**config.mk**
```make
export PLATFORM = sky130hd
export DESIGN_NAME = model_weight_update_select
export DESIGN_NICKNAME = d
export VERILOG_FILES = /design/src/hw/rtl/mwus_pkg.sv /design/src/hw/rtl/mwus_datapath.sv /design/src/hw/rtl/mwus_ctrl.sv /design/src/hw/rtl/model_weight_update_select.sv
export VERILOG_INCLUDE_DIRS = /design/src /design/src/hw/rtl
export SDC_FILE = /design/constraint.sdc
export NUM_CORES = 2
export LEC_CHECK = 0
export BUFFER_PORTS_ARGS = -buffer_cell sky130_fd_sc_hd__buf_2
export CAP_MARGIN = 20
export CORE_MARGIN = 3
export CORE_UTILIZATION = 50
export CTS_CLUSTER_DIAMETER = 150
export DETAILED_ROUTE_END_ITERATION = 10
export GPL_TIMING_DRIVEN = 0
export PLACE_DENSITY = 0.67
export SETUP_SLACK_MARGIN = 0.15
export SLEW_MARGIN = 10
export SYNTH_ARGS = -nofsm -noshare
export SYNTH_HDL_FRONTEND = slang
export SYNTH_SLANG_ARGS = --single-unit
export TNS_END_PERCENT = 100
```
**constraint.sdc**
```tcl
create_clock -name clock -period 24.1 [get_ports clock]
set_input_delay 3.615 -clock clock [delete_from_list [all_inputs] [get_ports clock]]
set_output_delay 3.615 -clock clock [all_outputs]
set_load 0.01 [all_outputs]
```
**src/hw/rtl/model_weight_update_select_assert.svh**
```systemverilog
// assertion macros for the model weight update and selection block
`ifndef MODEL_WEIGHT_UPDATE_SELECT_ASSERT_SVH
`define MODEL_WEIGHT_UPDATE_SELECT_ASSERT_SVH
`ifndef SYNTH
// same-cycle implication
`define MWUS_ASSERT_IMPLY(label, clk, rst, ante, cons, msg) \
   label: assert property (@(posedge clk) disable iff (rst) (ante) |-> (cons)) \
      else $error(msg);
// next-cycle implication
`define MWUS_ASSERT_NEXT(label, clk, rst, ante, cons, msg) \
   label: assert property (@(posedge clk) disable iff (rst) (ante) |=> (cons)) \
      else $error(msg);
`else
`define MWUS_ASSERT_IMPLY(label, clk, rst, ante, cons, msg)
`define MWUS_ASSERT_NEXT(label, clk, rst, ante, cons, msg)
`endif
`endif

```
**src/hw/rtl/mwus_pkg.sv**
```systemverilog
// shared types and constants for the model weight update and selection block
`default_nettype none
package mwus_pkg;
   localparam int NUM_MODELS = 16;
   localparam int IDX_W      = 4;
   localparam int FRAC_BITS  = 16;
   localparam int SUM_W      = 20;
   localparam int CNT_W      = 5;
   localparam int DIV_STEPS  = FRAC_BITS + 1;
   localparam int STEP_W     = 5;

   // input item modes
   localparam logic [1:0] MODE_LOAD   = 2'd0;
   localparam logic [1:0] MODE_LIKE   = 2'd1;
   localparam logic [1:0] MODE_SELECT = 2'd2;

   // configuration register indexes
   localparam logic [1:0] CSR_RULE     = 2'd0;
   localparam logic [1:0] CSR_MIN_PROB = 2'd1;
   localparam logic [1:0] CSR_ETA      = 2'd2;

   typedef enum logic [2:0] {
      ST_LOADED   = 3'd0,
      ST_UPDATED  = 3'd1,
      ST_REJECTED = 3'd2,
      ST_SKIPPED  = 3'd3,
      ST_SELECTED = 3'd4
   } status_type;

   // controller to datapath
   typedef struct packed {
      logic       latch;
      logic       load_write;
      logic       mul_factor;
      logic       mul_write;
      logic       idx_clr;
      logic       idx_inc;
      logic       sum_clr;
      logic       sum_acc;
      logic       src_pend;
      logic       div_start;
      logic       div_step;
      logic       norm_write;
      logic       gather;
      logic       surv_clr;
      logic       apply_surv;
      logic       sync_write;
      logic       walk_clr;
      logic       walk_step;
      logic       rsp_load;
      status_type rsp_status;
   } cmd_type;

   // datapath to controller
   typedef struct packed {
      logic [1:0] mode;
      logic       last;
      logic       cur_live;
      logic       idx_last;
      logic       div_done;
      logic       total_zero;
      logic       reject;
      logic       prune;
      logic       count_le1;
      logic       walk_hit;
      logic       rsp_free;
   } stat_type;

   function automatic logic [CNT_W-1:0] popcount(input logic [NUM_MODELS-1:0] v);
      logic [CNT_W-1:0] n;
      n = '0;
      for (int i = 0; i < NUM_MODELS; i++) begin
         n = n + CNT_W'(v[i]);
      end
      return n;
   endfunction
endpackage
`default_nettype wire

```
**src/hw/rtl/mwus_datapath.sv**
```systemverilog
// weight storage, multiplier, serial divider, sums and response register
`default_nettype none
module mwus_datapath import mwus_pkg::*; (
   input  wire logic                 clock,
   input  wire logic                 reset,
   input  wire cmd_type              cmd,
   output stat_type                  stat,
   input  wire logic                 csr_we,
   input  wire logic [1:0]           csr_index,
   input  wire logic [15:0]          csr_wdata,
   input  wire logic [1:0]           req_mode,
   input  wire logic [IDX_W-1:0]     req_slot,
   input  wire logic [FRAC_BITS-1:0] req_value,
   input  wire logic                 req_last,
   input  wire logic                 rsp_ready,
   output logic                      rsp_valid,
   output logic [2:0]                rsp_status,
   output logic [IDX_W-1:0]          rsp_chosen_model,
   output logic [CNT_W-1:0]          rsp_live_count
);
   logic                  rule_ff;
   logic [FRAC_BITS-1:0]  min_prob_ff, eta_ff;
   logic [1:0]            mode_ff;
   logic                  last_ff;
   logic [FRAC_BITS-1:0]  value_ff;
   logic [FRAC_BITS-1:0]  weights_ff [NUM_MODELS];
   logic [FRAC_BITS-1:0]  pend_ff [NUM_MODELS];
   logic [NUM_MODELS-1:0] live_ff, live_in, surv_ff;
   logic [CNT_W-1:0]      count_ff;
   logic [IDX_W-1:0]      idx_ff, pick_ff, sole;
   logic [SUM_W-1:0]      total_ff, rem_ff, cum_ff, cum_next, src_ext;
   logic [FRAC_BITS:0]    factor_ff, factor_in, loss, quo_ff;
   logic [STEP_W-1:0]     step_ff;
   logic [FRAC_BITS-1:0]  w_cur, src_word, norm_val;
   logic [32:0]           eta_prod, w_prod;
   logic [20:0]           thresh;
   logic [SUM_W:0]        trial, trial_sub;
   logic                  ge;
   logic                  rsp_valid_ff;
   status_type            rsp_status_ff;
   logic [IDX_W-1:0]      rsp_chosen_ff;
   logic [CNT_W-1:0]      rsp_count_ff;

   assign w_cur    = weights_ff[idx_ff];
   assign src_word = cmd.src_pend ? pend_ff[idx_ff] : w_cur;
   assign src_ext  = {{(SUM_W-FRAC_BITS){1'b0}}, src_word};

   // likelihood factor and weight product
   assign loss      = {1'b1, {FRAC_BITS{1'b0}}} - {1'b0, value_ff};
   assign eta_prod  = {16'b0, loss} * {17'b0, eta_ff};
   assign factor_in = rule_ff ? ({1'b1, {FRAC_BITS{1'b0}}} - eta_prod[32:16])
                              : {1'b0, value_ff};
   assign w_prod    = {17'b0, w_cur} * {16'b0, factor_ff};

   // restoring divider step
   assign trial     = (step_ff == '0) ? {1'b0, rem_ff} : {rem_ff, 1'b0};
   assign ge        = trial >= {1'b0, total_ff};
   assign trial_sub = trial - {1'b0, total_ff};
   assign norm_val  = quo_ff[FRAC_BITS] ? {FRAC_BITS{1'b1}} : quo_ff[FRAC_BITS-1:0];

   assign thresh   = {16'b0, count_ff} * {5'b0, min_prob_ff};
   assign cum_next = cum_ff + {{(SUM_W-FRAC_BITS){1'b0}}, w_cur};

   // lowest live model
   always_comb begin
      sole = '0;
      for (int i = NUM_MODELS - 1; i >= 0; i--) begin
         if (live_ff[i]) sole = IDX_W'(i);
      end
   end

   always_comb begin
      live_in = live_ff;
      live_in[idx_ff] = 1'b1;
   end

   assign stat.mode       = mode_ff;
   assign stat.last       = last_ff;
   assign stat.cur_live   = live_ff[idx_ff];
   assign stat.idx_last   = idx_ff == IDX_W'(NUM_MODELS - 1);
   assign stat.div_done   = step_ff == STEP_W'(DIV_STEPS - 1);
   assign stat.total_zero = total_ff == '0;
   assign stat.reject     = (total_ff == '0) || ({1'b0, total_ff} < thresh);
   assign stat.prune      = (surv_ff != '0) && (surv_ff != live_ff);
   assign stat.count_le1  = count_ff <= CNT_W'(1);
   assign stat.walk_hit   = live_ff[idx_ff] && ({{(SUM_W-FRAC_BITS){1'b0}}, value_ff} < cum_next);
   assign stat.rsp_free   = !rsp_valid_ff || rsp_ready;

   // configuration registers
   always_ff @(posedge clock) begin
      if (reset) begin
         rule_ff     <= 1'b0;
         min_prob_ff <= 16'd66;
         eta_ff      <= 16'd32768;
      end else if (csr_we) begin
         case (csr_index)
            CSR_RULE:     rule_ff     <= csr_wdata[0];
            CSR_MIN_PROB: min_prob_ff <= csr_wdata;
            CSR_ETA:      eta_ff      <= csr_wdata;
            default:      ;
         endcase
      end
   end

   // live mask and count
   always_ff @(posedge clock) begin
      if (reset) begin
         live_ff  <= '0;
         count_ff <= '0;
      end else if (cmd.load_write) begin
         live_ff  <= live_in;
         count_ff <= popcount(live_in);
      end else if (cmd.apply_surv) begin
         live_ff  <= surv_ff;
         count_ff <= popcount(surv_ff);
      end
   end

   // weight arrays
   always_ff @(posedge clock) begin
      if (cmd.load_write) begin
         weights_ff[idx_ff] <= value_ff;
         pend_ff[idx_ff]    <= value_ff;
      end
      if (cmd.mul_write) pend_ff[idx_ff] <= w_prod[31:16];
      if (cmd.norm_write) begin
         weights_ff[idx_ff] <= norm_val;
         pend_ff[idx_ff]    <= norm_val;
      end
      if (cmd.sync_write && live_ff[idx_ff]) pend_ff[idx_ff] <= w_cur;
   end

   // item fields, index, sum, divider, walk
   always_ff @(posedge clock) begin
      if (cmd.latch) begin
         mode_ff  <= req_mode;
         last_ff  <= req_last;
         value_ff <= req_value;
         idx_ff   <= req_slot;
      end else if (cmd.idx_clr) begin
         idx_ff <= '0;
      end else if (cmd.idx_inc) begin
         idx_ff <= idx_ff + IDX_W'(1);
      end
      if (cmd.mul_factor) factor_ff <= factor_in;
      if (cmd.sum_clr) total_ff <= '0;
      else if (cmd.sum_acc && live_ff[idx_ff]) total_ff <= total_ff + src_ext;
      if (cmd.div_start) begin
         rem_ff  <= src_ext;
         quo_ff  <= '0;
         step_ff <= '0;
      end else if (cmd.div_step) begin
         rem_ff  <= ge ? trial_sub[SUM_W-1:0] : trial[SUM_W-1:0];
         quo_ff  <= {quo_ff[FRAC_BITS-1:0], ge};
         step_ff <= step_ff + STEP_W'(1);
      end
      if (cmd.surv_clr) surv_ff <= '0;
      else if (cmd.norm_write && cmd.gather) surv_ff[idx_ff] <= norm_val >= min_prob_ff;
      if (cmd.walk_clr) begin
         cum_ff  <= '0;
         pick_ff <= '0;
      end else if (cmd.walk_step && live_ff[idx_ff]) begin
         cum_ff  <= cum_next;
         pick_ff <= idx_ff;
      end
   end

   // response register
   always_ff @(posedge clock) begin
      if (reset) begin
         rsp_valid_ff <= 1'b0;
      end else if (cmd.rsp_load) begin
         rsp_valid_ff <= 1'b1;
      end else if (rsp_ready) begin
         rsp_valid_ff <= 1'b0;
      end
      if (cmd.rsp_load) begin
         rsp_status_ff <= cmd.rsp_status;
         rsp_count_ff  <= count_ff;
         if (cmd.rsp_status == ST_SELECTED) rsp_chosen_ff <= pick_ff;
         else rsp_chosen_ff <= (count_ff == CNT_W'(1)) ? sole : '0;
      end
   end

   assign rsp_valid        = rsp_valid_ff;
   assign rsp_status       = rsp_status_ff;
   assign rsp_chosen_model = rsp_chosen_ff;
   assign rsp_live_count   = rsp_count_ff;
endmodule
`default_nettype wire

```
**src/hw/rtl/mwus_ctrl.sv**
```systemverilog
// sequencing state machine for loads, update passes and selections
`default_nettype none
module mwus_ctrl import mwus_pkg::*; (
   input  wire logic     clock,
   input  wire logic     reset,
   input  wire logic     req_valid,
   output logic          req_ready,
   input  wire stat_type stat,
   output cmd_type       cmd
);
   typedef enum logic [13:0] {
      S_IDLE     = 14'h0001,
      S_DISPATCH = 14'h0002,
      S_MUL1     = 14'h0004,
      S_MUL2     = 14'h0008,
      S_FIN      = 14'h0010,
      S_SUM      = 14'h0020,
      S_CHECK    = 14'h0040,
      S_NORM_SEL = 14'h0080,
      S_DIV      = 14'h0100,
      S_NORM_WR  = 14'h0200,
      S_POST     = 14'h0400,
      S_SYNC     = 14'h0800,
      S_WALK     = 14'h1000,
      S_RESP     = 14'h2000
   } state_type;

   state_type  state_ff, state_in;
   logic       kind_upd_ff, kind_upd_in;
   logic       second_ff, second_in;
   logic       src_pend_ff, src_pend_in;
   status_type code_ff, code_in;
   logic       first_upd;

   assign first_upd = kind_upd_ff && !second_ff;

   always_comb begin
      state_in    = state_ff;
      kind_upd_in = kind_upd_ff;
      second_in   = second_ff;
      src_pend_in = src_pend_ff;
      code_in     = code_ff;
      cmd         = '0;
      cmd.src_pend   = src_pend_ff;
      cmd.rsp_status = code_ff;
      cmd.gather     = first_upd;
      req_ready      = 1'b0;
      case (state_ff)
         S_IDLE: begin
            req_ready = 1'b1;
            if (req_valid) begin
               cmd.latch = 1'b1;
               state_in  = S_DISPATCH;
            end
         end
         S_DISPATCH: begin
            second_in = 1'b0;
            case (stat.mode)
               MODE_LOAD: begin
                  cmd.load_write = 1'b1;
                  kind_upd_in    = 1'b0;
                  src_pend_in    = 1'b0;
                  code_in        = ST_LOADED;
                  if (stat.last) begin
                     cmd.idx_clr = 1'b1;
                     cmd.sum_clr = 1'b1;
                     state_in    = S_SUM;
                  end else begin
                     state_in = S_IDLE;
                  end
               end
               MODE_LIKE: begin
                  kind_upd_in = 1'b1;
                  code_in     = ST_UPDATED;
                  if (stat.cur_live) state_in = S_MUL1;
                  else if (stat.last) state_in = S_FIN;
                  else state_in = S_IDLE;
               end
               MODE_SELECT: begin
                  cmd.idx_clr  = 1'b1;
                  cmd.walk_clr = 1'b1;
                  code_in      = ST_SELECTED;
                  state_in     = S_WALK;
               end
               default: state_in = S_IDLE;
            endcase
         end
         S_MUL1: begin
            cmd.mul_factor = 1'b1;
            state_in       = S_MUL2;
         end
         S_MUL2: begin
            cmd.mul_write = 1'b1;
            state_in      = stat.last ? S_FIN : S_IDLE;
         end
         // pass end: skip on at most one live model, else sum the new weights
         S_FIN: begin
            cmd.idx_clr = 1'b1;
            if (stat.count_le1) begin
               code_in  = ST_SKIPPED;
               state_in = S_SYNC;
            end else begin
               cmd.sum_clr = 1'b1;
               src_pend_in = 1'b1;
               state_in    = S_SUM;
            end
         end
         S_SUM: begin
            cmd.sum_acc = 1'b1;
            if (stat.idx_last) begin
               cmd.idx_clr = 1'b1;
               state_in    = S_CHECK;
            end else begin
               cmd.idx_inc = 1'b1;
            end
         end
         S_CHECK: begin
            if (first_upd) begin
               if (stat.reject) begin
                  code_in  = ST_REJECTED;
                  state_in = S_SYNC;
               end else begin
                  cmd.surv_clr = 1'b1;
                  state_in     = S_NORM_SEL;
               end
            end else if (stat.total_zero) begin
               state_in = S_RESP;
            end else begin
               state_in = S_NORM_SEL;
            end
         end
         // normalize each live weight through the divider
         S_NORM_SEL: begin
            if (stat.cur_live) begin
               cmd.div_start = 1'b1;
               state_in      = S_DIV;
            end else if (stat.idx_last) begin
               state_in = S_POST;
            end else begin
               cmd.idx_inc = 1'b1;
            end
         end
         S_DIV: begin
            cmd.div_step = 1'b1;
            if (stat.div_done) state_in = S_NORM_WR;
         end
         S_NORM_WR: begin
            cmd.norm_write = 1'b1;
            if (stat.idx_last) begin
               state_in = S_POST;
            end else begin
               cmd.idx_inc = 1'b1;
               state_in    = S_NORM_SEL;
            end
         end
         // on a first update pass, prune and renormalize the survivors, else respond
         S_POST: begin
            if (first_upd && stat.prune) begin
               cmd.apply_surv = 1'b1;
               cmd.idx_clr    = 1'b1;
               cmd.sum_clr    = 1'b1;
               second_in      = 1'b1;
               src_pend_in    = 1'b0;
               state_in       = S_SUM;
            end else begin
               state_in = S_RESP;
            end
         end
         S_SYNC: begin
            cmd.sync_write = 1'b1;
            if (stat.idx_last) state_in = S_RESP;
            else cmd.idx_inc = 1'b1;
         end
         S_WALK: begin
            cmd.walk_step = 1'b1;
            if (stat.walk_hit || stat.idx_last) state_in = S_RESP;
            else cmd.idx_inc = 1'b1;
         end
         S_RESP: begin
            if (stat.rsp_free) begin
               cmd.rsp_load = 1'b1;
               state_in     = S_IDLE;
            end
         end
         default: state_in = S_IDLE;
      endcase
   end

   always_ff @(posedge clock) begin
      if (reset) begin
         state_ff    <= S_IDLE;
         kind_upd_ff <= 1'b0;
         second_ff   <= 1'b0;
         src_pend_ff <= 1'b0;
         code_ff     <= ST_LOADED;
      end else begin
         state_ff    <= state_in;
         kind_upd_ff <= kind_upd_in;
         second_ff   <= second_in;
         src_pend_ff <= src_pend_in;
         code_ff     <= code_in;
      end
   end
endmodule
`default_nettype wire

```
**src/hw/rtl/model_weight_update_select.sv**
```systemverilog
// top level of the model weight update and selection block
`default_nettype none
// Keeps a Q0.16 weight for each of 16 models and a live mask. One transaction
// is handled at a time. A select walks the live weights lowest slot first.
// The end of a load or update pass sums the weights, then visits every slot,
// and each live weight is normalized in a bit-serial divider. When pruning
// removes models, the sum and the normalization run again for the survivors.
// A rejected or skipped pass ends in a copy sweep instead. The next
// transaction is taken while the previous result waits in the output register.
module model_weight_update_select import mwus_pkg::*; (
   input  wire logic                 clock,
   input  wire logic                 reset,
   input  wire logic                 csr_we,
   input  wire logic [1:0]           csr_index,
   input  wire logic [15:0]          csr_wdata,
   input  wire logic                 req_valid,
   output logic                      req_ready,
   input  wire logic [1:0]           req_mode,
   input  wire logic [IDX_W-1:0]     req_slot,
   input  wire logic [FRAC_BITS-1:0] req_value,
   input  wire logic                 req_last,
   output logic                      rsp_valid,
   input  wire logic                 rsp_ready,
   output logic [2:0]                rsp_status,
   output logic [IDX_W-1:0]          rsp_chosen_model,
   output logic [CNT_W-1:0]          rsp_live_count
);
`include "model_weight_update_select_assert.svh"

   cmd_type  cmd;
   stat_type stat;

   mwus_ctrl u_ctrl (
      .clock     (clock),
      .reset     (reset),
      .req_valid (req_valid),
      .req_ready (req_ready),
      .stat      (stat),
      .cmd       (cmd)
   );

   mwus_datapath u_datapath (
      .clock            (clock),
      .reset            (reset),
      .cmd              (cmd),
      .stat             (stat),
      .csr_we           (csr_we),
      .csr_index        (csr_index),
      .csr_wdata        (csr_wdata),
      .req_mode         (req_mode),
      .req_slot         (req_slot),
      .req_value        (req_value),
      .req_last         (req_last),
      .rsp_ready        (rsp_ready),
      .rsp_valid        (rsp_valid),
      .rsp_status       (rsp_status),
      .rsp_chosen_model (rsp_chosen_model),
      .rsp_live_count   (rsp_live_count)
   );

   // checks
   `MWUS_ASSERT_NEXT(a_busy_after_accept, clock, reset, req_valid && req_ready, !req_ready, "ready after accept")
   `MWUS_ASSERT_IMPLY(a_count_range, clock, reset, rsp_valid, rsp_live_count <= CNT_W'(NUM_MODELS), "live count out of range")
   `MWUS_ASSERT_IMPLY(a_chosen_zero, clock, reset, rsp_valid && rsp_live_count != CNT_W'(1) && rsp_status != ST_SELECTED, rsp_chosen_model == '0, "chosen model without sole survivor")
endmodule
`default_nettype wire
```
==> impl_metrics.yaml <==
layout:
  multi_input_area_um2: 30930
  ff_latch_area_um2: 20720
  syn_to_final_growth_pct: 9.706
  finish.net_count: 5975
  fill_cells: 9107
  drive_above_1_share_pct: 10.27
timing:
  skew_ns: 0.02722
  period_minus_slack_ns: 11.20
  rsz0062_at_grt: "false"
  slew_headroom_pct: 21.37
  setup-violations-final: 0
  worstMarginPinSlew_ns: 1.171
  finalCritPeriodShare_pct: 46.47
  hold_viol_final: 0
  drv_slew: 0
  finalSetupTns_ns: 0
  fmax_ghz: 0.08928
grt:
  grt_start_max_net_pins: 19
  gr-usage-met1_pct: 39.13
  grt.busiest_layer: "met2"
  antenna_found_initial: 5
  met2_usage_pct: 44.75
  grt_overflow_total: 0
  grt_pass1_vias: 38910
  grt.total_usage_pct: 28.07
  grt_pass1_wl_mm: 239.4
  met3_usage_pct: 4.150
outcome:
  status: "completed"
route:
  drc: 0
  drt_iter0_markers: 3740
  routed-via-count: 38690
  via_per_inst: 5.894
  drt-total-wl_mm: 156.6
  routedWlPerCell_um: 23.86
  ant_nets: 0
  first_pass_iters: 6
logic_synthesis:
  synth_edf_count: 580
  syn-instance-count: 4924
  synth_ff_type: "edfxtp_1"
  avgSynthCellArea_um2: 11.11
  seq_area_frac_synth_pct: 37.87
  syn_area_um2: 54710
  ys_ff_latch: 745
  ys_warn_count: 0
  synth_cell_types: 84
  synth_nets: 5799
  async_flop_share_pct: 0
floorplanning:
  die_h_um: 336.8
  io_pins: 60
  rows: 120
  die_w_um: 336.8
  core_area_um2: 107800
  die_area_um2: 113400
  initial_core_util_pct: 50.75
placement:
  io_buffers: 59
  place_congestion: 0.9469
  hpwl_mm: 119.3
clock_network:
  clockRootBuffer: "clkbuf_16"
  cts_max_level: 3
  clk_pin_slew_worst_paths_ns: 0.06
  cts_tree: "built"
  cts_resized: 0
  holdBufCountCts: 0
  postCtsSetupBuffers: 0
  cts_buffer_depth: 3
  cts-buffers-inserted: 77
  clkSinkCount: 745
  clock_latency_ns: 0.65
min_path:
  min_path_type: "reg -> reg"
worst_setup_path:
  cpMostUsedCell: "fa_1"
  r2r_end: "u_datapath.pend_ff[14][12]"
  setup.worst_path.end: "u_datapath.pend_ff[14][12]"
  crit_type: "reg -> reg"
  required_ns: 24.58
  worst-r2r-cell-count: 30
  arrival_ns: 11.68
  cpMaxStageDelayCell: "clkbuf_1"
  ff2ff_setup_slack_ns: 12.90
  critPathMaxFanout: 13
  worst_setup_path_start_kind: "register"
  end_kind: "register"
  crit_path_max_incr_delay_ns: 0.62
job:
  cap_violations: 0
flip-flops by register name (all words and copies together), names as in the netlist, 14 cells and up, named ones only:
signal / cells
u_ctrl.state_ff: 14
u_datapath.cum_ff: 20
u_datapath.eta_ff: 16
u_datapath.factor_ff: 17
u_datapath.live_ff: 16
u_datapath.min_prob_ff: 16
u_datapath.pend_ff: 256
u_datapath.quo_ff: 17
u_datapath.rem_ff: 20
u_datapath.surv_ff: 16
u_datapath.total_ff: 20
u_datapath.value_ff: 16
u_datapath.weights_ff: 256
synthesized netlist by cell type, types with 61 or more instances:
cell,number,area share [%]
nor2_1,259,1.8
a21o_1,67,0.92
a21oi_1,232,2.1
and2_1,285,3.3
dfxtp_1,165,6.0
inv_1,647,4.4
nand3_1,61,0.56
clkbuf_1,186,1.3
ha_1,351,8.0
nand2_1,604,4.1
mux4_2,164,6.8
xor2_1,65,1.0
edfxtp_1,580,32
o21ai_0,99,0.91
xnor2_1,80,1.3
fa_1,478,17
worst max-delay path, delay by kind of cell (launching register included):
| family | cells | cell delay, ns |
|---|---|---|
| flip-flops | 1 | 0.35 |
| buffers and inverters | 10 | 3.85 |
| AO/OA/AOI/OAI | 6 | 1.64 |
| multiplexers | 2 | 0.69 |
| AND/OR/NAND/NOR | 5 | 0.93 |
| adder cells (fa/ha/maj) | 7 | 3.54 |
cell type report:
type	count	share of cell area, %
clock buffers	93	3.379
repair buffers	97	1.284
plain buffers	224	1.449
clock inverters	47	0.8526
inverters	648	4.053
well taps	1403	2.925
diodes	1	0.004169
multi-input cells	3307	51.53
flip-flops and latches	745	34.52
through the flow:
step | hold WS, ns | instance area, µm² | utilization, % | instances | worst slack [ns]
floorplan | 0.4064 | 54710 | - | 4924 | 15.49
global placement | 0.4208 | 56760 | 52.65 | 6386 | 12.24
detailed placement | 0.4150 | 57440 | 53.29 | 6421 | 13.05
CTS | 0.4345 | 59980 | 55.64 | 6561 | 13.00
global route | 0.4502 | 60020 | 55.67 | 6564 | 12.53
finish | 0.4334 | 60020 | 55.68 | 6565 | 12.90
layout by cell type, fill, tap and decap left out, types with 12 or more instances in the layout:
cell type / instances
fa_1: 478
nor2_4: 16
buf_8: 18
clkinv_1: 16
buf_2: 76
nand3_1: 61
nand2b_1: 31
o21a_1: 21
nand2_1: 604
a211oi_1: 38
nor2b_1: 32
xor2_1: 65
o21ai_0: 89
and2_1: 285
xnor2_1: 80
a31oi_1: 25
o21bai_1: 12
or3_1: 20
nor4_1: 24
inv_1: 647
mux4_2: 164
nor3_1: 49
dfxtp_1: 165
ha_1: 351
nor2_1: 226
clkbuf_1: 198
o211ai_1: 15
nor2_2: 17
nor3b_1: 17
a21o_1: 67
edfxtp_1: 580
mux2i_1: 23
a21oi_1: 227
clkinv_2: 13
o31ai_1: 12
buf_1: 21
and3_1: 20
nand4_1: 23
mux2_2: 49
clkbuf_16: 78
how the worst min path moves through the flow:
stage / startpoint / endpoint / slack [ns] / cells past startpoint
after floorplan: u_datapath.count_ff[2] / u_datapath.rsp_live_count[2] / 0.41 / 0
after global placement: u_datapath.count_ff[4] / u_datapath.rsp_live_count[4] / 0.42 / 0
after detailed placement: u_datapath.count_ff[3] / u_datapath.rsp_live_count[3] / 0.41 / 0
after CTS: u_datapath.count_ff[4] / u_datapath.rsp_live_count[4] / 0.43 / 0
after global routing: u_datapath.count_ff[4] / u_datapath.rsp_live_count[4] / 0.45 / 0
final: u_datapath.count_ff[4] / u_datapath.rsp_live_count[4] / 0.43 / 0
metal layers:
layer	wire, µm	vias to the layer above	share of wire [%]
met5	15	-	0.0096
met3	13360	336	8.5
met2	73030	1809	47
met1	63630	19470	41
met4	6578	2	4.2
li1	-	17070	-
kinds of logic (layout without fill, tap and decap cells):
kind of cell,Yosys count,count (layout),share of synthesized area [%]
muxes,236,236,8.180
AOI/OAI and AO/OA,614,614,7.055
buffers and inverters,872,1109,6.033
xor gates and xnor gates,145,145,2.321
other,0,1,0
DFF,745,745,37.87
and+or+nand+nor,1483,1483,13.02
adders and majority gates,829,829,25.52
Power is left out: the tool's default activity adds up to more than one toggle a clock period on the data nets, which glitch-free logic cannot reach.
